==> src/hw/rtl/nearest_neighbor_image_scaler_top_macros.svh <==
// Assertion macros for the nearest-neighbour scaler; clk and rst_n must be in scope.
`ifndef NEAREST_NEIGHBOR_IMAGE_SCALER_TOP_MACROS_SVH
`define NEAREST_NEIGHBOR_IMAGE_SCALER_TOP_MACROS_SVH

// Same-cycle implication, checked outside reset.
`define NNS_ASSERT_HOLDS(label, ante, cons, msg) \
    label: assert property (@(posedge clk) disable iff (!rst_n) (ante) |-> (cons)) \
        else $error(msg);

// Next-cycle implication, checked outside reset.
`define NNS_ASSERT_NEXT(label, ante, cons, msg) \
    label: assert property (@(posedge clk) disable iff (!rst_n) (ante) |=> (cons)) \
        else $error(msg);

`endif

==> src/hw/rtl/nns_pkg.sv <==
// Package: sizes, types and helpers shared by the nearest-neighbour scaler.
`default_nettype none

package nns_pkg;

    localparam int MAX_SIDE      = 256;
    localparam int CHANNEL_BITS  = 16;
    localparam int NUM_CHANNELS  = 4;
    localparam int PIXEL_BITS    = CHANNEL_BITS * NUM_CHANNELS;
    localparam int POS_BITS      = $clog2(MAX_SIDE);
    localparam int SIDE_BITS     = POS_BITS + 1;
    localparam int STORE_DEPTH   = MAX_SIDE * MAX_SIDE;
    localparam int ADDR_BITS     = 2 * POS_BITS;
    localparam int SIZE_BITS     = 2 * SIDE_BITS;
    localparam int PROD_BITS     = 2 * SIDE_BITS - 1;
    localparam int DEN_BITS      = SIDE_BITS + 1;
    localparam int QUO_BITS      = POS_BITS;
    localparam int STEP_BITS     = $clog2(QUO_BITS);
    localparam int DIV_LANES     = 2;
    localparam int QUEUE_DEPTH   = 2;
    localparam int QPTR_BITS     = $clog2(QUEUE_DEPTH);
    localparam int QCNT_BITS     = QPTR_BITS + 1;
    localparam int CFG_INDEX_BITS = 2;
    localparam int CFG_RESET     = 256;

    typedef enum logic [CFG_INDEX_BITS-1:0] {
        CFG_SRC_WIDTH,
        CFG_SRC_HEIGHT,
        CFG_DST_WIDTH,
        CFG_DST_HEIGHT
    } cfg_reg_t;

    typedef enum logic [1:0] {
        FS_IDLE,
        FS_PREP,
        FS_DIV,
        FS_PUSH
    } front_state_t;

    // One queued operation: a store write (load) or a store read (emit).
    typedef struct packed {
        logic                  emit;
        logic                  last;
        logic [ADDR_BITS-1:0]  addr;
        logic [PIXEL_BITS-1:0] data;
    } op_t;

    // Zero counts as one, anything above the largest side saturates.
    function automatic logic [SIDE_BITS-1:0] eff_size(input logic [SIDE_BITS-1:0] v);
        logic [SIDE_BITS-1:0] r;
        if (v == '0)
        begin
            r = SIDE_BITS'(1);
        end
        else if (v > SIDE_BITS'(MAX_SIDE))
        begin
            r = SIDE_BITS'(MAX_SIDE);
        end
        else
        begin
            r = v;
        end
        return r;
    endfunction

endpackage

`default_nettype wire

==> src/hw/rtl/nns_fifo.sv <==
// Short operation queue between front end and back end.
`default_nettype none

module nns_fifo import nns_pkg::*; (
    input  logic clk,
    input  logic rst_n,
    input  logic push,
    input  op_t  push_op,
    output logic full,
    input  logic pop,
    output op_t  head,
    output logic empty
);

    op_t                  slot_reg [QUEUE_DEPTH];
    logic [QPTR_BITS-1:0] wr_ptr_reg, rd_ptr_reg;
    logic [QCNT_BITS-1:0] count_reg;
    logic                 do_push, do_pop;

    assign full    = count_reg == QCNT_BITS'(QUEUE_DEPTH);
    assign empty   = count_reg == '0;
    assign do_push = push && !full;
    assign do_pop  = pop && !empty;
    assign head    = slot_reg[rd_ptr_reg];

    always_ff @(posedge clk or negedge rst_n)
    begin
        if (!rst_n)
        begin
            wr_ptr_reg <= '0;
            rd_ptr_reg <= '0;
            count_reg  <= '0;
        end
        else
        begin
            if (do_push)
            begin
                wr_ptr_reg <= (wr_ptr_reg == QPTR_BITS'(QUEUE_DEPTH - 1))
                            ? '0 : wr_ptr_reg + QPTR_BITS'(1);
            end
            if (do_pop)
            begin
                rd_ptr_reg <= (rd_ptr_reg == QPTR_BITS'(QUEUE_DEPTH - 1))
                            ? '0 : rd_ptr_reg + QPTR_BITS'(1);
            end
            if (do_push && !do_pop)
            begin
                count_reg <= count_reg + QCNT_BITS'(1);
            end
            else if (do_pop && !do_push)
            begin
                count_reg <= count_reg - QCNT_BITS'(1);
            end
        end
    end

    always_ff @(posedge clk)
    begin
        if (do_push)
        begin
            slot_reg[wr_ptr_reg] <= push_op;
        end
    end

endmodule

`default_nettype wire

==> config.mk <==
export PLATFORM = sky130hd
export DESIGN_NAME = nns_fifo
export DESIGN_NICKNAME = d
export VERILOG_FILES = /design/src/hw/rtl/nearest_neighbor_image_scaler_top_macros.svh /design/src/hw/rtl/nns_pkg.sv /design/src/hw/rtl/nns_fifo.sv
export SDC_FILE = /design/constraint.sdc
export NUM_CORES = 1
export LEC_CHECK = 0
export ABC_AREA = 1
export BUFFER_PORTS_ARGS = -buffer_cell sky130_fd_sc_hd__buf_2
export CORE_ASPECT_RATIO = 0.9
export CORE_UTILIZATION = 40
export CTS_CLUSTER_SIZE = 16
export DETAILED_ROUTE_END_ITERATION = 7
export HOLD_SLACK_MARGIN = 0.1
export SKIP_CTS_REPAIR_TIMING = 1
export SKIP_LAST_GASP = 1
export SLEW_MARGIN = 20
export SYNTH_ARGS = -nofsm -noshare
export SYNTH_HDL_FRONTEND = slang
export SYNTH_SLANG_ARGS = --single-unit
export TNS_END_PERCENT = 10
==> constraint.sdc <==
create_clock -name clk -period 6.35 [get_ports clk]
set_input_delay 1.905 -clock clk [delete_from_list [all_inputs] [get_ports clk]]
set_output_delay 1.905 -clock clk [all_outputs]
set_load 0.1 [all_outputs]
[Yosys cells after proc, flatten, opt, wreduce, memory -nomap -nowiden]
Memory sizes are Yosys's and may differ from the RTL's.
Index checks and enable logic that the tools add are counted.
Widths: inputs -> output; s select.
Storage, ports and cells
  memory bits (writable): 164
  memories kept: 1
  register bits after elaboration: 4
Cells by class
  reduce and logical (&&, ||, !) cells: 10
  add/subtract/negate cells: 4
  multiplexer cells: 6
  equality and inequality tests: 1
Memory list
  slot_reg: depth 2, width 82, rd ports 1, clocked after Yosys merged registers in 0, wr ports 1, RTL line nns_fifo.sv:15  | op_t slot_reg [QUEUE_DEPTH];
Operators with widths (number)
  $logic_and 1x1->1: 4
  $logic_not 1->1: 4
  $mux 1: 4
  $mux 2: 2
  $add 1x1->1 const B: 2
  $add 2x1->2 const B: 1
  $eq 2x2->1 const B: 1
  $logic_not 2->1: 1
  $reduce_bool 2->1: 1
  $sub 2x1->2 const B: 1

[Logic depth before layout (Yosys ltp)]
  depth after elaboration: 7
  mapped depth: 9

[Least setup slack after synthesis]
Ideal clock, no wire load.
  kind: input-to-reg
  start: in push
  end: mem slot_reg[1][0] (netlist name), enable pin
  data arrival time: 5.430 ns
  path buffers: 0
  path slack: 0.397 ns
  required time: 5.827 ns
  cell stages on the path: 2
  path through: o21ai_0 > nor2_1
On the way
  longest elaborated chain between the ends: 3
RTL lines
  start, declared: RTL line nns_fifo.sv:7  | input logic push,
  $logic_and 1x1->1: RTL line nns_fifo.sv:22  | assign do_push = push && !full;
  $mux 1: RTL line nns_fifo.sv:59  | if (do_push)
  $mux 1 (not written as such): RTL line nns_fifo.sv:61  | slot_reg[wr_ptr_reg] <= push_op;
  end, declared: RTL line nns_fifo.sv:15
Every way passes these cells.

==> results by group <==
Run status
  – Status: finished, final reports clean

Critical path
  – Critical path class: reg -> out
  – CP dominant cell by count: nand2_1
  – Worst Path Required: 4.45 ns
  – Worst flop-to-flop path startpoint: count_reg[1]
  – Crit-path leading delay family: buffers and inverters
  – CP startpoint: rd_ptr_reg
  – Crit. End Element: output port
  – Critical path data arrival time: around 2.3 ns
  – CP peak stage delay: ~0.52 ns
  – CP cell instances: inv_4, buf_4, nand2_1, nand2_1, buf_2
  – Startpoint Class: flip-flop
  – Critical Path Fanout Max: 66
  – CP max stage cell: inv_4
  – WP buf/inv: 3

Detailed routing
  – First DRT Iteration DRCs: 220
  – Via count: about 3900
  – DRC viols: 0
  – WL per Instance: 14.4 µm
  – DR pass1 iterations: 4
  – Routed Antenna Nets: 0
  – Vias per Instance: 4.58
  – Final WL: 12200 µm

Floorplan
  – Die Area: about 16000 µm²
  – IO Pins: 170
  – Chip Width: ~130 µm
  – Starting Density: 41.7%
  – Std cell rows: 42
  – Die height: around 120 µm
  – Core Area: 14900 µm²

STA
  – Setup_tns: 0 ns
  – Tcrit/Tclk final: 66.5%
  – Setup violations, final: 0
  – Post-route minimum period: about 4.2 ns
  – Fmax: 0.237 GHz
  – RSZ-0062 raised after global routing: no
  – Worst Max-Slew Pin Slew: 0.884 ns
  – Slew margin rel.: 41.1%
  – Max-slew violation count: 0
  – Worst Skew: 0.0137 ns
  – Fin. Hold Viols: 0

Cells and area
  – Synthesis-to-layout area growth: 25.7%
  – Share of layout cells above drive strength 1: 32.1%
  – Finished Core Util: around 52%
  – Inserted Diodes: 0
  – Max FFs per register: 164
  – Post-layout instance area: 7820 µm²
  – Final nets: between 700 and 800

Clock tree
  – CTS tree: done
  – Total clock sinks: 168
  – Num CTS Buffers: 17
  – CTS root buffer: clkbuf_16
  – H-tree depth: 4
  – Maximum clock path buffer count: 2
  – Reg clk slew, reported paths: 0.06 ns
  – Clk_lat worst skew: between 0.4 and 0.5 ns

Global route
  – GR Overflow Total: 0
  – Vias in the first global route: 3848
  – Largest net degree at the start of global routing: 84
  – First-pass GRT wire length: 19000 µm
  – GRT Total Usage: 15.9%
  – Antenna violations before repair: 1

Place
  – I/O Buffers: 169
  – HPWL Detailed: 7610 µm
  – Post-DP Area: 7260 µm²
  – Placer Congestion: just over 0.7

Synth
  – Simple-gate portion of the synthesized area: 16.0%
  – Avg Inst Size Synth: 13.5 µm²
  – Compound-cell area share of the yosys netlist: less than 1%
  – Post-synth EDFFs: 164
  – Syn_nets: 547
  – Area leader, netlist: edfxtp_1
  – Most common cell in the netlist: nand2_1
  – Post-Synth Adder-Cell Area: 0.201%
  – Main flop type after synthesis: edfxtp_1
  – Mux share of post-synthesis cell area: 0%
  – Top cell type's share of synthesized area: 79.2%
  – Post-synthesis cell count: 460
  – Synth cell count leaders: nand2_1 (255), edfxtp_1 (164), buf_2 (8)
  – Mapped Area: just over 6000 µm²
  – Number of synthesized register bits: 168
  – Seq/Total Area, Yosys: 80.8%
  – XOR/XNOR Fraction of Synth Area: 0.141%
  – Synth warn: 0
  – Ys async rst share: 2.38%
  – Ranking of synthesized cells by area: edfxtp_1 (79%), nand2_1 (15%), dfrtp_1 (1.6%)
  – Largest family of logic cells by synthesized area: simple AND/OR/NAND/NOR gates
  – Synth cell types: 16

Min path
  – Worst min path class: reg -> reg
  – Hold_sp: wr_ptr_reg

Run
  – Max capacitance violation total: 0
-- worst paths after layout --
| check | endpoint | slack [ns] | depth (start not counted) |
|---|---|---|---|
| worst max register to register | slot_reg[0][70] | 4.02 | 6 |
| worst max-delay path | head[16] | 2.13 | 5 |
| worst min register to register | wr_ptr_reg | 0.50 | 2 |
| worst min-delay path | wr_ptr_reg | 0.50 | 2 |
| max in group asynchronous | rd_ptr_reg | 4.93 | 1 |
| min in group asynchronous | wr_ptr_reg | 1.29 | 1 |
-- layout make-up --
cell class	count	area (µm²)
Clock inverter	14	133
Clock buffer	18	429
Inverter	8	33.8
Timing Repair Buffer	174	916
Tap cell	198	248
Multi-Input combinational cell	266	1030
Fill cell	1311	7110
Sequential cell	168	5030
-- routing by layer --
metal  vias up  GRT usage, %  share of wire (%)
met2       139          25.7                 48
met4         2          6.04               0.75
met5         -             0               0.11
met3        13          7.25                8.3
li1       1894             -                  -
met1      1828          18.4                 43
-- metrics by stage --
stage	hold WS (ns)	cells	setup slack, ns
6_report	0.503	846	2.13
5_1_grt	0.561	846	1.93
4_1_cts	0.503	846	2.06
3_5_place_dp	0.483	814	2.48
3_3_place_gp	0.465	813	2.18
2_1_floorplan	0.449	460	0.397
-- logic make-up after synthesis --
group,count (synthesis)
flops,168
xor+xnor,1
fa+ha+maj,1
buf+inv,26
compound gates,2
simple gates,262
-- layout by cell type, fill, tap and decap left out --
master,n
dfrtp_1,3
buf_2,169
inv_6,1
xnor2_1,1
inv_1,6
buf_16,1
clkinv_1,2
buf_12,1
clkbuf_16,17
nand3_1,1
dfrtp_2,1
ha_1,1
clkinvlp_4,3
clkinv_4,1
nand2_1,255
bufinv_16,2
edfxtp_1,164
nand3b_1,1
o21ai_0,2
buf_4,3
nand4_1,1
inv_4,1
nor2_1,2
nor2_2,1
nor2_4,1
clkbuf_1,1
clkinv_2,6
-- worst register-to-register path, cell delays in order (launching register included) --
cell and delay [ns]:
dfrtp_1 0.40, inv_1 0.11, nor2_2 0.05, nor2_1 0.15, nand2_1 0.11, clkinv_2 0.48, buf_4 0.64
Power is not shown: default switching activity piles up to over one toggle a cycle in this logic, so the estimate is an artifact.
