### src/hw/rtl/nearest_neighbor_image_scaler_top_macros.svh
// Assertion macros for the nearest-neighbour scaler; clk and rst_n must be in scope.
`ifndef NEAREST_NEIGHBOR_IMAGE_SCALER_TOP_MACROS_SVH
`define NEAREST_NEIGHBOR_IMAGE_SCALER_TOP_MACROS_SVH

// Same-cycle implication, checked outside reset.
`define NNS_ASSERT_HOLDS(label, ante, cons, msg) \
    label: assert property (@(posedge clk) disable iff (!rst_n) (ante) |-> (cons)) \
        else $error(msg);

// Next-cycle implication, checked outside reset.
`define NNS_ASSERT_NEXT(label, ante, cons, msg) \
    label: assert property (@(posedge clk) disable iff (!rst_n) (ante) |=> (cons)) \
        else $error(msg);

`endif

### src/hw/rtl/nns_pkg.sv
// Package: sizes, types and helpers shared by the nearest-neighbour scaler.
`default_nettype none

package nns_pkg;

    localparam int MAX_SIDE      = 256;
    localparam int CHANNEL_BITS  = 16;
    localparam int NUM_CHANNELS  = 4;
    localparam int PIXEL_BITS    = CHANNEL_BITS * NUM_CHANNELS;
    localparam int POS_BITS      = $clog2(MAX_SIDE);
    localparam int SIDE_BITS     = POS_BITS + 1;
    localparam int STORE_DEPTH   = MAX_SIDE * MAX_SIDE;
    localparam int ADDR_BITS     = 2 * POS_BITS;
    localparam int SIZE_BITS     = 2 * SIDE_BITS;
    localparam int PROD_BITS     = 2 * SIDE_BITS - 1;
    localparam int DEN_BITS      = SIDE_BITS + 1;
    localparam int QUO_BITS      = POS_BITS;
    localparam int STEP_BITS     = $clog2(QUO_BITS);
    localparam int DIV_LANES     = 2;
    localparam int QUEUE_DEPTH   = 2;
    localparam int QPTR_BITS     = $clog2(QUEUE_DEPTH);
    localparam int QCNT_BITS     = QPTR_BITS + 1;
    localparam int CFG_INDEX_BITS = 2;
    localparam int CFG_RESET     = 256;

    typedef enum logic [CFG_INDEX_BITS-1:0] {
        CFG_SRC_WIDTH,
        CFG_SRC_HEIGHT,
        CFG_DST_WIDTH,
        CFG_DST_HEIGHT
    } cfg_reg_t;

    typedef enum logic [1:0] {
        FS_IDLE,
        FS_PREP,
        FS_DIV,
        FS_PUSH
    } front_state_t;

    // One queued operation: a store write (load) or a store read (emit).
    typedef struct packed {
        logic                  emit;
        logic                  last;
        logic [ADDR_BITS-1:0]  addr;
        logic [PIXEL_BITS-1:0] data;
    } op_t;

    // Zero counts as one, anything above the largest side saturates.
    function automatic logic [SIDE_BITS-1:0] eff_size(input logic [SIDE_BITS-1:0] v);
        logic [SIDE_BITS-1:0] r;
        if (v == '0)
        begin
            r = SIDE_BITS'(1);
        end
        else if (v > SIDE_BITS'(MAX_SIDE))
        begin
            r = SIDE_BITS'(MAX_SIDE);
        end
        else
        begin
            r = v;
        end
        return r;
    endfunction

endpackage

`default_nettype wire

### src/hw/rtl/nns_div.sv
// Two-lane restoring divider, one quotient bit per lane per cycle.
`default_nettype none

module nns_div import nns_pkg::*; (
    input  logic                 clk,
    input  logic                 rst_n,
    input  logic                 start,
    input  logic [PROD_BITS-1:0] num_x,
    input  logic [PROD_BITS-1:0] num_y,
    input  logic [DEN_BITS-1:0]  den_x,
    input  logic [DEN_BITS-1:0]  den_y,
    output logic                 done,
    output logic [QUO_BITS-1:0]  q_x,
    output logic [QUO_BITS-1:0]  q_y
);

    logic [PROD_BITS-1:0] num_in [DIV_LANES];
    logic [DEN_BITS-1:0]  den_in [DIV_LANES];
    logic [PROD_BITS-1:0] rem_reg [DIV_LANES];
    logic [PROD_BITS-1:0] rem_next [DIV_LANES];
    logic [PROD_BITS-1:0] dsh_reg [DIV_LANES];
    logic [PROD_BITS-1:0] dsh_next [DIV_LANES];
    logic [QUO_BITS-1:0]  quo_reg [DIV_LANES];
    logic [QUO_BITS-1:0]  quo_next [DIV_LANES];
    logic [STEP_BITS-1:0] step_reg, step_next;
    logic                 busy_reg, busy_next;
    logic                 done_reg, done_next;

    assign num_in[0] = num_x;
    assign num_in[1] = num_y;
    assign den_in[0] = den_x;
    assign den_in[1] = den_y;

    // Quotient is known to fit QUO_BITS, so the divisor starts shifted by QUO_BITS-1.
    always_comb
    begin
        logic ge;
        for (int l = 0; l < DIV_LANES; l++)
        begin
            rem_next[l] = rem_reg[l];
            dsh_next[l] = dsh_reg[l];
            quo_next[l] = quo_reg[l];
            ge          = rem_reg[l] >= dsh_reg[l];
            if (start)
            begin
                rem_next[l] = num_in[l];
                dsh_next[l] = {den_in[l], {(QUO_BITS-1){1'b0}}};
                quo_next[l] = '0;
            end
            else if (busy_reg)
            begin
                rem_next[l] = ge ? (rem_reg[l] - dsh_reg[l]) : rem_reg[l];
                dsh_next[l] = dsh_reg[l] >> 1;
                quo_next[l] = {quo_reg[l][QUO_BITS-2:0], ge};
            end
        end
    end

    always_comb
    begin
        step_next = step_reg;
        busy_next = busy_reg;
        done_next = 1'b0;
        if (start)
        begin
            step_next = STEP_BITS'(QUO_BITS - 1);
            busy_next = 1'b1;
        end
        else if (busy_reg)
        begin
            step_next = step_reg - STEP_BITS'(1);
            if (step_reg == '0)
            begin
                busy_next = 1'b0;
                done_next = 1'b1;
            end
        end
    end

    always_ff @(posedge clk or negedge rst_n)
    begin
        if (!rst_n)
        begin
            step_reg <= '0;
            busy_reg <= 1'b0;
            done_reg <= 1'b0;
        end
        else
        begin
            step_reg <= step_next;
            busy_reg <= busy_next;
            done_reg <= done_next;
        end
    end

    always_ff @(posedge clk)
    begin
        for (int l = 0; l < DIV_LANES; l++)
        begin
            rem_reg[l] <= rem_next[l];
            dsh_reg[l] <= dsh_next[l];
            quo_reg[l] <= quo_next[l];
        end
    end

    assign done = done_reg;
    assign q_x  = quo_reg[0];
    assign q_y  = quo_reg[1];

endmodule

`default_nettype wire

### src/hw/rtl/nns_front.sv
// Front end: config registers, request intake, load addressing and source mapping.
`default_nettype none

module nns_front import nns_pkg::*; (
    input  logic                      clk,
    input  logic                      rst_n,
    input  logic                      cfg_write,
    input  logic [CFG_INDEX_BITS-1:0] cfg_index,
    input  logic [SIDE_BITS-1:0]      cfg_data,
    input  logic                      req_valid,
    output logic                      req_ready,
    input  logic                      req_type,
    input  logic [CHANNEL_BITS-1:0]   in_red,
    input  logic [CHANNEL_BITS-1:0]   in_green,
    input  logic [CHANNEL_BITS-1:0]   in_blue,
    input  logic [CHANNEL_BITS-1:0]   in_alpha,
    output logic                      q_push,
    output op_t                       q_push_op,
    input  logic                      q_full
);

    front_state_t         state_reg, state_next;
    logic [SIDE_BITS-1:0] sw_reg, sh_reg, dw_reg, dh_reg;
    logic [ADDR_BITS-1:0] load_addr_reg;
    logic [POS_BITS-1:0]  col_reg, row_reg;
    logic [PROD_BITS-1:0] prod_x_reg, prod_y_reg;
    logic                 last_reg;

    logic [SIDE_BITS-1:0]           sw, sh, dw, dh;
    logic [SIZE_BITS-1:0]           frame_size;
    logic [ADDR_BITS-1:0]           load_cur, load_nxt;
    logic [ADDR_BITS:0]             load_inc;
    logic [POS_BITS-1:0]            col_cur, row_cur, col_nxt, row_nxt;
    logic [SIDE_BITS-1:0]           col_inc, row_inc;
    logic                           col_wrap, row_wrap;
    logic                           last_cur;
    logic [2*SIDE_BITS-1:0]         prod_x_full, prod_y_full;
    logic [PROD_BITS-1:0]           dw_ext, dh_ext, num_x, num_y;
    logic [QUO_BITS-1:0]            q_x, q_y;
    logic [POS_BITS+SIDE_BITS-1:0]  pix_addr_full;
    logic                           accept, div_start, div_done;

    assign sw = eff_size(sw_reg);
    assign sh = eff_size(sh_reg);
    assign dw = eff_size(dw_reg);
    assign dh = eff_size(dh_reg);

    assign accept = req_valid && req_ready;

    // Load address: restarts if the frame shrank, wraps after the last pixel.
    assign frame_size = {{SIDE_BITS{1'b0}}, sw} * {{SIDE_BITS{1'b0}}, sh};
    assign load_cur   = ({{(SIZE_BITS-ADDR_BITS){1'b0}}, load_addr_reg} >= frame_size)
                      ? '0 : load_addr_reg;
    assign load_inc   = {1'b0, load_cur} + (ADDR_BITS+1)'(1);
    assign load_nxt   = ({{(SIZE_BITS-ADDR_BITS-1){1'b0}}, load_inc} >= frame_size)
                      ? '0 : load_inc[ADDR_BITS-1:0];

    // Destination position, with the out-of-frame restart.
    assign col_cur  = ({1'b0, col_reg} >= dw) ? '0 : col_reg;
    assign row_cur  = ({1'b0, row_reg} >= dh) ? '0 : row_reg;
    assign col_inc  = {1'b0, col_cur} + SIDE_BITS'(1);
    assign row_inc  = {1'b0, row_cur} + SIDE_BITS'(1);
    assign col_wrap = col_inc >= dw;
    assign row_wrap = row_inc >= dh;
    assign col_nxt  = col_wrap ? '0 : col_inc[POS_BITS-1:0];
    assign row_nxt  = col_wrap ? (row_wrap ? '0 : row_inc[POS_BITS-1:0]) : row_cur;
    assign last_cur = ({1'b0, col_cur} == (dw - SIDE_BITS'(1)))
                   && ({1'b0, row_cur} == (dh - SIDE_BITS'(1)));

    // (2x+1)*src for each axis
    assign prod_x_full = {{SIDE_BITS{1'b0}}, col_cur, 1'b1} * {{SIDE_BITS{1'b0}}, sw};
    assign prod_y_full = {{SIDE_BITS{1'b0}}, row_cur, 1'b1} * {{SIDE_BITS{1'b0}}, sh};

    // Numerator clamps at zero; quotient then never exceeds src-1.
    assign dw_ext = {{(PROD_BITS-SIDE_BITS){1'b0}}, dw};
    assign dh_ext = {{(PROD_BITS-SIDE_BITS){1'b0}}, dh};
    assign num_x  = (prod_x_reg >= dw_ext) ? (prod_x_reg - dw_ext) : '0;
    assign num_y  = (prod_y_reg >= dh_ext) ? (prod_y_reg - dh_ext) : '0;

    nns_div u_div (
        .clk   (clk),
        .rst_n (rst_n),
        .start (div_start),
        .num_x (num_x),
        .num_y (num_y),
        .den_x ({dw, 1'b0}),
        .den_y ({dh, 1'b0}),
        .done  (div_done),
        .q_x   (q_x),
        .q_y   (q_y)
    );

    assign pix_addr_full = {{SIDE_BITS{1'b0}}, q_y} * {{POS_BITS{1'b0}}, sw}
                         + {{SIDE_BITS{1'b0}}, q_x};

    always_comb
    begin
        state_next = state_reg;
        case (state_reg)
            FS_IDLE:
            begin
                if (accept && req_type)
                begin
                    state_next = FS_PREP;
                end
            end
            FS_PREP:
            begin
                state_next = FS_DIV;
            end
            FS_DIV:
            begin
                if (div_done)
                begin
                    state_next = FS_PUSH;
                end
            end
            FS_PUSH:
            begin
                if (!q_full)
                begin
                    state_next = FS_IDLE;
                end
            end
            default:
            begin
                state_next = FS_IDLE;
            end
        endcase
    end

    always_comb
    begin
        req_ready      = 1'b0;
        div_start      = 1'b0;
        q_push         = 1'b0;
        q_push_op.emit = 1'b0;
        q_push_op.last = last_reg;
        q_push_op.addr = load_cur;
        q_push_op.data = {in_alpha, in_blue, in_green, in_red};
        case (state_reg)
            FS_IDLE:
            begin
                req_ready = !q_full;
                q_push    = accept && !req_type;
            end
            FS_PREP:
            begin
                div_start = 1'b1;
            end
            FS_DIV:
            begin
                div_start = 1'b0;
            end
            FS_PUSH:
            begin
                q_push         = !q_full;
                q_push_op.emit = 1'b1;
                q_push_op.addr = pix_addr_full[ADDR_BITS-1:0];
                q_push_op.data = '0;
            end
            default:
            begin
                req_ready = 1'b0;
            end
        endcase
    end

    always_ff @(posedge clk or negedge rst_n)
    begin
        if (!rst_n)
        begin
            state_reg     <= FS_IDLE;
            sw_reg        <= SIDE_BITS'(CFG_RESET);
            sh_reg        <= SIDE_BITS'(CFG_RESET);
            dw_reg        <= SIDE_BITS'(CFG_RESET);
            dh_reg        <= SIDE_BITS'(CFG_RESET);
            load_addr_reg <= '0;
            col_reg       <= '0;
            row_reg       <= '0;
        end
        else
        begin
            state_reg <= state_next;
            if (cfg_write)
            begin
                case (cfg_reg_t'(cfg_index))
                    CFG_SRC_WIDTH:  sw_reg <= cfg_data;
                    CFG_SRC_HEIGHT: sh_reg <= cfg_data;
                    CFG_DST_WIDTH:  dw_reg <= cfg_data;
                    CFG_DST_HEIGHT: dh_reg <= cfg_data;
                    default:        sw_reg <= sw_reg;
                endcase
            end
            if (accept && !req_type)
            begin
                load_addr_reg <= load_nxt;
            end
            if (accept && req_type)
            begin
                col_reg <= col_nxt;
                row_reg <= row_nxt;
            end
        end
    end

    always_ff @(posedge clk)
    begin
        if (accept && req_type)
        begin
            prod_x_reg <= prod_x_full[PROD_BITS-1:0];
            prod_y_reg <= prod_y_full[PROD_BITS-1:0];
            last_reg   <= last_cur;
        end
    end

endmodule

`default_nettype wire

### config.mk
export PLATFORM = sky130hd
export DESIGN_NAME = nns_front
export DESIGN_NICKNAME = d
export VERILOG_FILES = /design/src/hw/rtl/nearest_neighbor_image_scaler_top_macros.svh /design/src/hw/rtl/nns_pkg.sv /design/src/hw/rtl/nns_div.sv /design/src/hw/rtl/nns_front.sv
export SDC_FILE = /design/constraint.sdc
export NUM_CORES = 1
export LEC_CHECK = 0
export ABC_AREA = 1
export BUFFER_PORTS_ARGS = -buffer_cell sky130_fd_sc_hd__buf_2
export CORE_UTILIZATION = 48
export CTS_CLUSTER_DIAMETER = 50
export DETAILED_ROUTE_END_ITERATION = 6
export GPL_ROUTABILITY_DRIVEN = 0
export HOLD_SLACK_MARGIN = 0.05
export MAX_ROUTING_LAYER = met4
export PLACE_DENSITY = 0.66
export SLEW_MARGIN = 5
export SYNTH_ARGS = -nofsm -noshare
export SYNTH_HDL_FRONTEND = slang
export SYNTH_SLANG_ARGS = --single-unit
### constraint.sdc
create_clock -name clk -period 12.3 [get_ports clk]
set_input_delay 0.615 -clock clk [delete_from_list [all_inputs] [get_ports clk]]
set_output_delay 0.615 -clock clk [all_outputs]
set_load 0.01 [all_outputs]
# Word level (Yosys, flattened, before mapping)
# Memory sizes are Yosys's and may differ from the RTL's.
# Cells that the tools add are included.
classes:
  addsub: 11
  n_mul: 4
  magnitude_cmp: 14
  n_eq_ne: 11
  muxes: 48
  reduce_logical: 19
ops:
  columns: ["cell", "count"]
  rows:
  - ["two-way mux 17 bit", 12]
  - ["two-way mux 80 bit", 1]
  - ["two-way mux 8 bit", 9]
  - ["two-way mux 9 bit", 8]
  - ["> comparator 9 bit, second input constant", 4]
  - ["zero test 9 bit", 4]
  - ["greater-or-equal comparator 17 bit", 2]
  - ["greater-or-equal comparator 17 x 9 -> 1 bit", 2]
  - ["multiplier 9 x 9 -> 17 bit", 2]
  - ["subtractor 17 bit", 2]
  - ["subtractor 17 x 9 -> 17 bit", 2]
  - ["two-way mux 16 bit", 2]
  - ["adder 8 x 1 -> 9 bit, second input constant", 2]
  - ["equality test 8 x 9 -> 1 bit", 2]
  - ["greater-or-equal comparator 16 x 18 -> 1 bit", 1]
  - ["greater-or-equal comparator 17 x 18 -> 1 bit", 1]
  - ["greater-or-equal comparator 8 x 9 -> 1 bit", 2]
  - ["greater-or-equal comparator 9 bit", 2]
  - ["multiplier 9 x 9 -> 18 bit", 1]
  - ["subtractor 9 x 1 -> 9 bit, second input constant", 2]
  - ["adder 16 x 1 -> 17 bit, second input constant", 1]
  - ["adder 16 x 8 -> 16 bit", 1]
  - ["multiplier 8 x 9 -> 16 bit", 1]
  - ["two-way mux 1 bit", 9]
  - ["other kinds (16)", 32]
totals:
  regBits: 110
  ram_bits: 84
  input_bits: 81
  out_inout_bits: 84
  word_cells: 124
  n_memories: 3
memory_table:
  columns: ["name", "depth", "word_bits", "rd", "rd_ports_with_merged_regs", "write_ports", "line", "rtl"]
  rows:
  - ["u_div.dsh_reg", 2, 17, 2, 0, 2, "nns_div.sv:21", "logic [PROD_BITS-1:0] dsh_reg [DIV_LANES];"]
  - ["u_div.rem_reg", 2, 17, 2, 0, 2, "nns_div.sv:19", "logic [PROD_BITS-1:0] rem_reg [DIV_LANES];"]
  - ["u_div.quo_reg", 2, 8, 2, 0, 2, "nns_div.sv:23", "logic [QUO_BITS-1:0] quo_reg [DIV_LANES];"]

# Longest topological paths before layout
# Gate-level depths: netlist (run 1).
depth:
  depth_word: 9
  ltp_mapped: 59
  depth_no_buf: 56

# Hierarchy
# A second synthesis (run 1) with hierarchy kept.
hier_totals:
  cells_unflattened: 3358
  area_unflattened_um2: 24464.7
by_module_without_submodules:
  columns: ["mod", "instances", "cells_each", "area_per_inst_um2", "seq_area_each_um2"]
  rows:
  - ["nns_front", 1, 2562, 18719.2, 2807.7]
  - ["nns_div", 1, 796, 5745.5, 2347.3]

# Worst setup path before layout (run 1)
# OpenSTA, ideal clock, no wires.
synth_timing:
  path_type: "register to register"
  start: "register sw_reg[1]"
  end: "register load_addr_reg[10]"
  setup_ps: 66
  arrival_time_ps: 8353
  required_ps: 12234
  slack_ps: 3881
  path_stages_with_launch: 55
  path_buffers: 3
  period_less_slack_ps: 8419
  path_cell_list: "dfrtp_1 > nor2_1 > nand3_1 > nor4_1 > nor2_1 > nor2_1 > clkbuf_1 > nand2_1 > fa_1 > fa_1 > inv_1 > fa_1 > inv_1 > fa_1 > inv_1 > ha_1 > nand2_1 > inv_1 > [19 not listed] > nor2_4 > nand3_1 > and2_1 > ha_1 > nand2_1 > nor2_1 > a211oi_1 > nand2_1 > nand2_1 > nand2_1 > nand2_1 > nand2_1 > a21oi_1 > nor2_1 > nor2_1 > buf_2 > nand3_1 > nand2_1"
synth_via:
  elab_chain_cells: 9
  word_cells_on_any_way: 10
  cone_classes: "add/sub (1); mul (1); order compare (3); mux (4); reduce/logical (1)"
synth_rtl:
  columns: ["element", "line", "rtl"]
  rows:
  - ["start: declaration", "nns_front.sv:23", "logic [SIDE_BITS-1:0] sw_reg, sh_reg, dw_reg, dh_reg;"]
  - ["start signal: assignment", "nns_front.sv:174", "sw_reg <= SIDE_BITS'(CFG_RESET);"]
  - ["start signal: assignment", "nns_front.sv:188", "CFG_SRC_WIDTH: sw_reg <= cfg_data;"]
  - ["start signal: assignment", "nns_front.sv:192", "default: sw_reg <= sw_reg;"]
  - ["> comparator 9 bit", "nns_pkg.sv:55", "else if (v > SIDE_BITS'(MAX_SIDE))"]
  - ["two-way mux 9 bit", "nns_pkg.sv:55", null]
  - ["two-way mux 9 bit (*)", "nns_pkg.sv:51", "if (v == '0)"]
  - ["multiplier 9 x 9 -> 18 bit (*)", "nns_front.sv:51", "assign frame_size = {{SIDE_BITS{1'b0}}, sw} * {{SIDE_BITS{1'b0}}, sh};"]
  - ["greater-or-equal comparator 16 x 18 -> 1 bit", "nns_front.sv:52", "assign load_cur = ({{(SIZE_BITS-ADDR_BITS){1'b0}}, load_addr_reg} >= frame_size)"]
  - ["two-way mux 16 bit", "nns_front.sv:53", "? '0 : load_addr_reg;"]
  - ["adder 16 x 1 -> 17 bit", "nns_front.sv:54", "assign load_inc = {1'b0, load_cur} + (ADDR_BITS+1)'(1);"]
  - ["greater-or-equal comparator 17 x 18 -> 1 bit", "nns_front.sv:55", "assign load_nxt = ({{(SIZE_BITS-ADDR_BITS-1){1'b0}}, load_inc} >= frame_size)"]
  - ["two-way mux 16 bit (*)", "nns_front.sv:56", "? '0 : load_inc[ADDR_BITS-1:0];"]
  - ["end signal: assignment", "nns_front.sv:197", "load_addr_reg <= load_nxt;"]
  - ["end: declaration", "nns_front.sv:24", "logic [ADDR_BITS-1:0] load_addr_reg;"]
# Mark *: on every way between the ends. The rest lies on a longest branch, timed or not.
# A chain may end at the register's enable or synchronous reset.

# Final worst setup path (run 1)
layout_timing:
  start: "register sw_reg[8]"
  end: "register load_addr_reg[2]"
# The elaborated chain is that of the path after synthesis.

==> results.toml, run 1 <==
[status]
status = "complete, no violations"

[final_layout]
drive_above_1_share_pct = 8.49
areaGrowthSynthToFinish_pct = 8.47
nets = 3690
stdcell_count = 3759
n_antenna_cell = 0

[flow_run]
drv_cap = 0

[global_routing]
overflow = 0
grt_max_degree = 89
grt_pass1_wl_um = 100000
grt_use_total_pct = 26.4
antenna_found_initial = 0
grt_pass1_vias = 20200

[drt]
ant_nets = 0
vias_per_cell = 5.35
wirelength_um = 62000
drc = 0
drt_first_pass_iters = 7
drtIter0Drc = 1649
vias = 20100
avgRoutedWirePerCell_um = 16.5

[synthesis]
yosysWarnings = 0
async_reset_ff_share_pct = 38.7
synthDistinctLibCells = 61
seq_area_frac_synth_pct = 22.1
synth-edff-count = 87
synth_cells = 3010
synth_seq_cells = 194
synth_flop_cell = "edfxtp_1"
yosys-top-cells-count = "629 x inv_1, 597 x nand2_1, 327 x nor2_1"
synth_area_leader_cell = "fa_1"
ys_top_cells_by_area = "fa_1 17%, ha_1 15%, edfxtp_1 11%, inv_1 10%, nand2_1 9.6%"
synth.top_cell.area_share_pct = 17.3
synth_area_per_cell_um2 = 7.72
yosysMostFrequentCell = "inv_1"
syn_nets = 3569
synth_area_um2 = 23200

[pwr]
p_leak_nw = 13.2
power_density_nw_per_um2 = 231
total_power_mw = 5.83
ir_worst_vdd_mv = 0.120

[sta]
timing.final.max_slew_violations = 0
fin_setup_tns_ns = 0
worst_slack_ns = 1.49
max_freq_ghz = 0.0925
slew_headroom_pct = 11.7
period_needed_ns = 10.81
rsz0062_at_grt = "false"
tightestPinTransition_ns = 1.32
finalCritPeriodShare_pct = 87.9
setup_violations = 0
final-hold-violation-count = 0
finClkSkew_ns = 0.0191

[clocking]
tritoncts = "done"
cts_buffer_depth = 2
clk_latency_ns = 0.51
cts_sinks = 194
htree_num_levels = 4
clkTransAtPathRegs_ns = 0.09
root_buffer = "clkbuf_16"
ctsResizeCount = 0
post_cts_buffers = 0
numCtsBuffers = 17
holdBufCountCts = 0

[critical_path]
slowest_delay_ns = 0.83
reg2reg_depth = 49
crit_fanout = 24
r2r-start = "sw_reg[8]$_DFFE_PN1P_"
crit_type = "flip-flop to flip-flop"
required_ns = 12.72
critical_path.endpoint_type = "flip-flop"
critPathBufInv = 9
worstPathArrival_ns = 11.23
crit_cells = 49
path_delay_family = "simple AND/OR/NAND/NOR gates"
start_kind = "flip-flop"
slowest_stage = "dfstp_2"
crit_top_cell = "nand2_1"
endpoint = "load_addr_reg[2]$_DFFE_PN0P_"
startpoint = "sw_reg[8]$_DFFE_PN1P_"
r2r_setup_slack_ns = 1.49
r2r_end = "load_addr_reg[2]$_DFFE_PN0P_"

[placed_design]
dpl_worst_slack_ns = 1.60
dp_hpwl_um = 49000
dp.cells = 3727
io_buffers = 164

[floorplan]
num_io_pins = 165
num_rows = 80
die_w_um = 222
start_util_pct = 48.7
die_area_um2 = 49300
die_h_um = 222
core-area_um2 = 47700

[hold_path]
holdCritPathClass = "input pin to async pin"
[report_power, final]
| part | leakage (nW) | internal [mW] | switching (mW) |
|---|---|---|---|
| combinational | 10.9 | 1.47 | 2.60 |
| clock | 0.289 | 0.281 | 0.301 |
| sequential | 2.07 | 1.04 | 0.149 |
| total | 13.2 | 2.78 | 3.05 |
[placed cells by master (no fill, tap or decap), drive strengths merged, types with 2 or more instances in the layout]
| cell type | count |
|---|---|
| o32ai | 3 |
| dfxtp | 32 |
| ha | 277 |
| dfrtp | 71 |
| a21oi | 125 |
| nor3b | 2 |
| or2 | 5 |
| and2 | 10 |
| clkinv | 9 |
| a211oi | 6 |
| o21bai | 3 |
| nand2 | 604 |
| edfxtp | 87 |
| a21boi | 4 |
| nor4 | 4 |
| clkbuf | 18 |
| fa | 201 |
| a21o | 3 |
| o21a | 2 |
| xor2 | 63 |
| buf | 182 |
| dfstp | 4 |
| inv | 644 |
| o2111ai | 4 |
| nor3 | 20 |
| nand4 | 29 |
| xnor2 | 46 |
| o22ai | 73 |
| o211ai | 6 |
| a22oi | 8 |
| o21ai | 142 |
| nor2 | 343 |
| a31oi | 11 |
| o2bb2ai | 3 |
| nand3 | 87 |
| nand3b | 6 |
[kinds of logic after synthesis]
group | count (synthesis) | share of synthesized area (%)
flops | 194 | 22.1
compound gates | 399 | 9.66
xor+xnor | 109 | 4.14
buf+inv | 720 | 11.9
simple gates | 1110 | 20.0
fa+ha+maj | 478 | 32.2
[cell type report]
type	instances	area, um2
fillers	4453	22500
multi-input cells	2096	15300
flip-flops and latches	194	5130
inverters	640	2400
repair buffers	182	958
well taps	615	769
clock buffers	18	450
clock inverters	14	143
[worst min-delay path by stage]
stage | cells past startpoint | to | start
6_report | 1 | load_addr_reg[5]$_DFFE_PN0P_ | rst_n
5_1_grt | 1 | load_addr_reg[1]$_DFFE_PN0P_ | rst_n
4_1_cts | 1 | load_addr_reg[1]$_DFFE_PN0P_ | rst_n
3_5_place_dp | 2 | u_div.dsh_reg[0][17]$_SDFFE_PP0P_ | u_div.dsh_reg[0][17]$_SDFFE_PP0P_
3_3_place_gp | 2 | u_div.dsh_reg[0][0]$_SDFFE_PP0P_ | u_div.dsh_reg[0][0]$_SDFFE_PP0P_
2_1_floorplan | 0 | col_reg[0]$_DFFE_PN0P_ | rst_n
[routing by layer]
metal | part of all wire [%] | vias up | GRT usage, % | wire (um)
li1 | - | 9703 | - | -
met4 | 2.8 | 0 | 9.18 | 1750
met5 | 0 | - | - | 0
met1 | 44 | 9646 | 34.0 | 27600
met2 | 47 | 625 | 42.4 | 29200
met3 | 5.5 | 128 | 4.15 | 3420
[through the flow]
step	hold WS (ns)	util [%]	instance area, um2
after detailed placement	0.460	51.5	24600
after global routing	0.354	52.8	25200
after CTS	0.308	52.8	25200
after global placement	0.451	51.5	24600
after floorplan	0.319	-	23200
final	0.281	52.8	25200
(Power assumes the default switching activity.)
==> inputs of run 2 (changes only) <==
--- a/config.mk
+++ b/config.mk
@@ -7,6 +7,7 @@
 export LEC_CHECK = 0
 export ABC_AREA = 1
 export BUFFER_PORTS_ARGS = -buffer_cell sky130_fd_sc_hd__buf_2
+export CORE_ASPECT_RATIO = 0.75
 export CORE_UTILIZATION = 48
 export CTS_CLUSTER_DIAMETER = 50
 export DETAILED_ROUTE_END_ITERATION = 6
==> results.toml, run 2 (synthesized netlist as in run 1, its figures left out) <==
[critical_path]
slowest_stage = "dfstp_2"
crit_fanout = 24
critical_path.endpoint_type = "flip-flop"
crit_type = "flip-flop to flip-flop"
slowest_delay_ns = 0.81
start_kind = "flip-flop"
worstPathArrival_ns = 11.33
required_ns = 12.69
crit_top_cell = "nand2_1"

[drt]
avgRoutedWirePerCell_um = 17.0
ant_nets = 0
vias_per_cell = 5.33
drt_first_pass_iters = 6
wirelength_um = 64500
vias = 20200
drc = 0
drtIter0Drc = 1603

[global_routing]
overflow = 0
grt_use_total_pct = 27.6
antenna_found_initial = 1
grt_pass1_wl_um = 104000
grt_max_degree = 89
grt_pass1_vias = 19600

[final_layout]
final_cell_mix = "629 x inv_1, 597 x nand2_1, 327 x nor2_1"
n_fill_cell = 4488
final_util_pct = 53.0
regArea_um2 = 5130
final_common_cell = "inv_1"
multiInputGateArea_um2 = 15300
areaGrowthSynthToFinish_pct = 8.59
nets = 3689
drive_above_1_share_pct = 8.37

[floorplan]
die_w_um = 256
core-area_um2 = 47600
num_io_pins = 165
num_rows = 69
die_h_um = 193
start_util_pct = 48.8
die_area_um2 = 49300

[sta]
rsz0062_at_grt = "false"
setup_violations = 0
final-hold-violation-count = 0
fin_setup_tns_ns = 0
tightestPinTransition_ns = 1.14
worst_slack_ns = 1.36
max_freq_ghz = 0.0914
finClkSkew_ns = 0.0157
finalCritPeriodShare_pct = 89.0
period_needed_ns = 10.94
slew_headroom_pct = 23.4
timing.final.max_slew_violations = 0

[pwr]
ir_worst_vdd_mv = 0.171
total_power_mw = 5.96
p_leak_nw = 13.2
power_density_nw_per_um2 = 236

[clocking]
ctsResizeCount = 0
clkTransAtPathRegs_ns = 0.08
tritoncts = "done"
htree_num_levels = 4
clk_latency_ns = 0.48
numCtsBuffers = 17
root_buffer = "clkbuf_16"
post_cts_buffers = 0
cts_sinks = 194
cts_buffer_depth = 2

[hold_path]
holdCritPathClass = "flip-flop to flip-flop"

[placed_design]
dpl_worst_slack_ns = 1.59
io_buffers = 164
dp_hpwl_um = 51800

[status]
status = "complete, no violations"

[flow_run]
drv_cap = 0
run 2: final timing paths:
check	startpoint	endpoint	slack, ns	cells after the start
worst max-delay path	sw_reg[8]$_DFFE_PN1P_	load_addr_reg[2]$_DFFE_PN0P_	1.36	49
worst min-delay path	u_div.dsh_reg[0][0]$_SDFFE_PP0P_	u_div.dsh_reg[0][0]$_SDFFE_PP0P_	0.48	2
worst max register to register	sw_reg[8]$_DFFE_PN1P_	load_addr_reg[2]$_DFFE_PN0P_	1.36	49
worst min register to register	u_div.dsh_reg[0][0]$_SDFFE_PP0P_	u_div.dsh_reg[0][0]$_SDFFE_PP0P_	0.48	2
max in group asynchronous	rst_n	dh_reg[7]$_DFFE_PN0P_	10.62	3
min in group asynchronous	rst_n	state_reg[0]$_DFFE_PN0P_	0.58	2
run 2: layout make-up:
class	count	area share, %
clock buffers	19	1.80
clock inverters	13	0.541
inverters	640	9.52
multi-input cells	2096	60.8
repair buffers	181	3.78
flip-flops and latches	194	20.4
well taps	639	3.17
diodes	2	0.0198
run 2: worst max-delay path, delay by kind of cell (launching register included):
family	cells	cell delay, ns
and+or+nand+nor	23	3.60
adders and majority gates	8	3.26
buffers and inverters	9	1.46
AOI/OAI and AO/OA	7	1.24
DFF	1	0.81
xor gates and xnor gates	2	0.45
run 2: metal layers:
metal  global-route usage [%]  up-vias  share of wire [%]  routed length (um)
met2                     39.8      786                 43               27500
met4                     5.67        0                1.5                 993
li1                         -     9702                  -                   -
met3                     5.94       76                9.1                5870
met5                        -        -                  0                   0
met1                     39.6     9610                 47               30100
run 2: what timing repair did:
item,in CTS,in global routing
setup endpoints to repair,0,0
hold endpoints to repair,19,0
hold buffers,1,0
run 2: through the flow:
step                      std cells  area, um2  hold WS [ns]
after global placement         3749      24600         0.454
after global routing           3783      25200         0.503
final                          3784      25200         0.477
after detailed placement       3749      24600         0.460
after floorplan                3010      23200         0.319
after CTS                      3782      25200         0.481
run 2: report_power, final:
group / internal (mW) / total [mW] / leakage, nW / switching, mW
Combinational: 1.48 / 4.18 / 10.9 / 2.70
Sequential: 1.04 / 1.18 / 2.07 / 0.143
Clock: 0.300 / 0.599 / 0.292 / 0.299
Total: 2.81 / 5.96 / 13.2 / 3.14
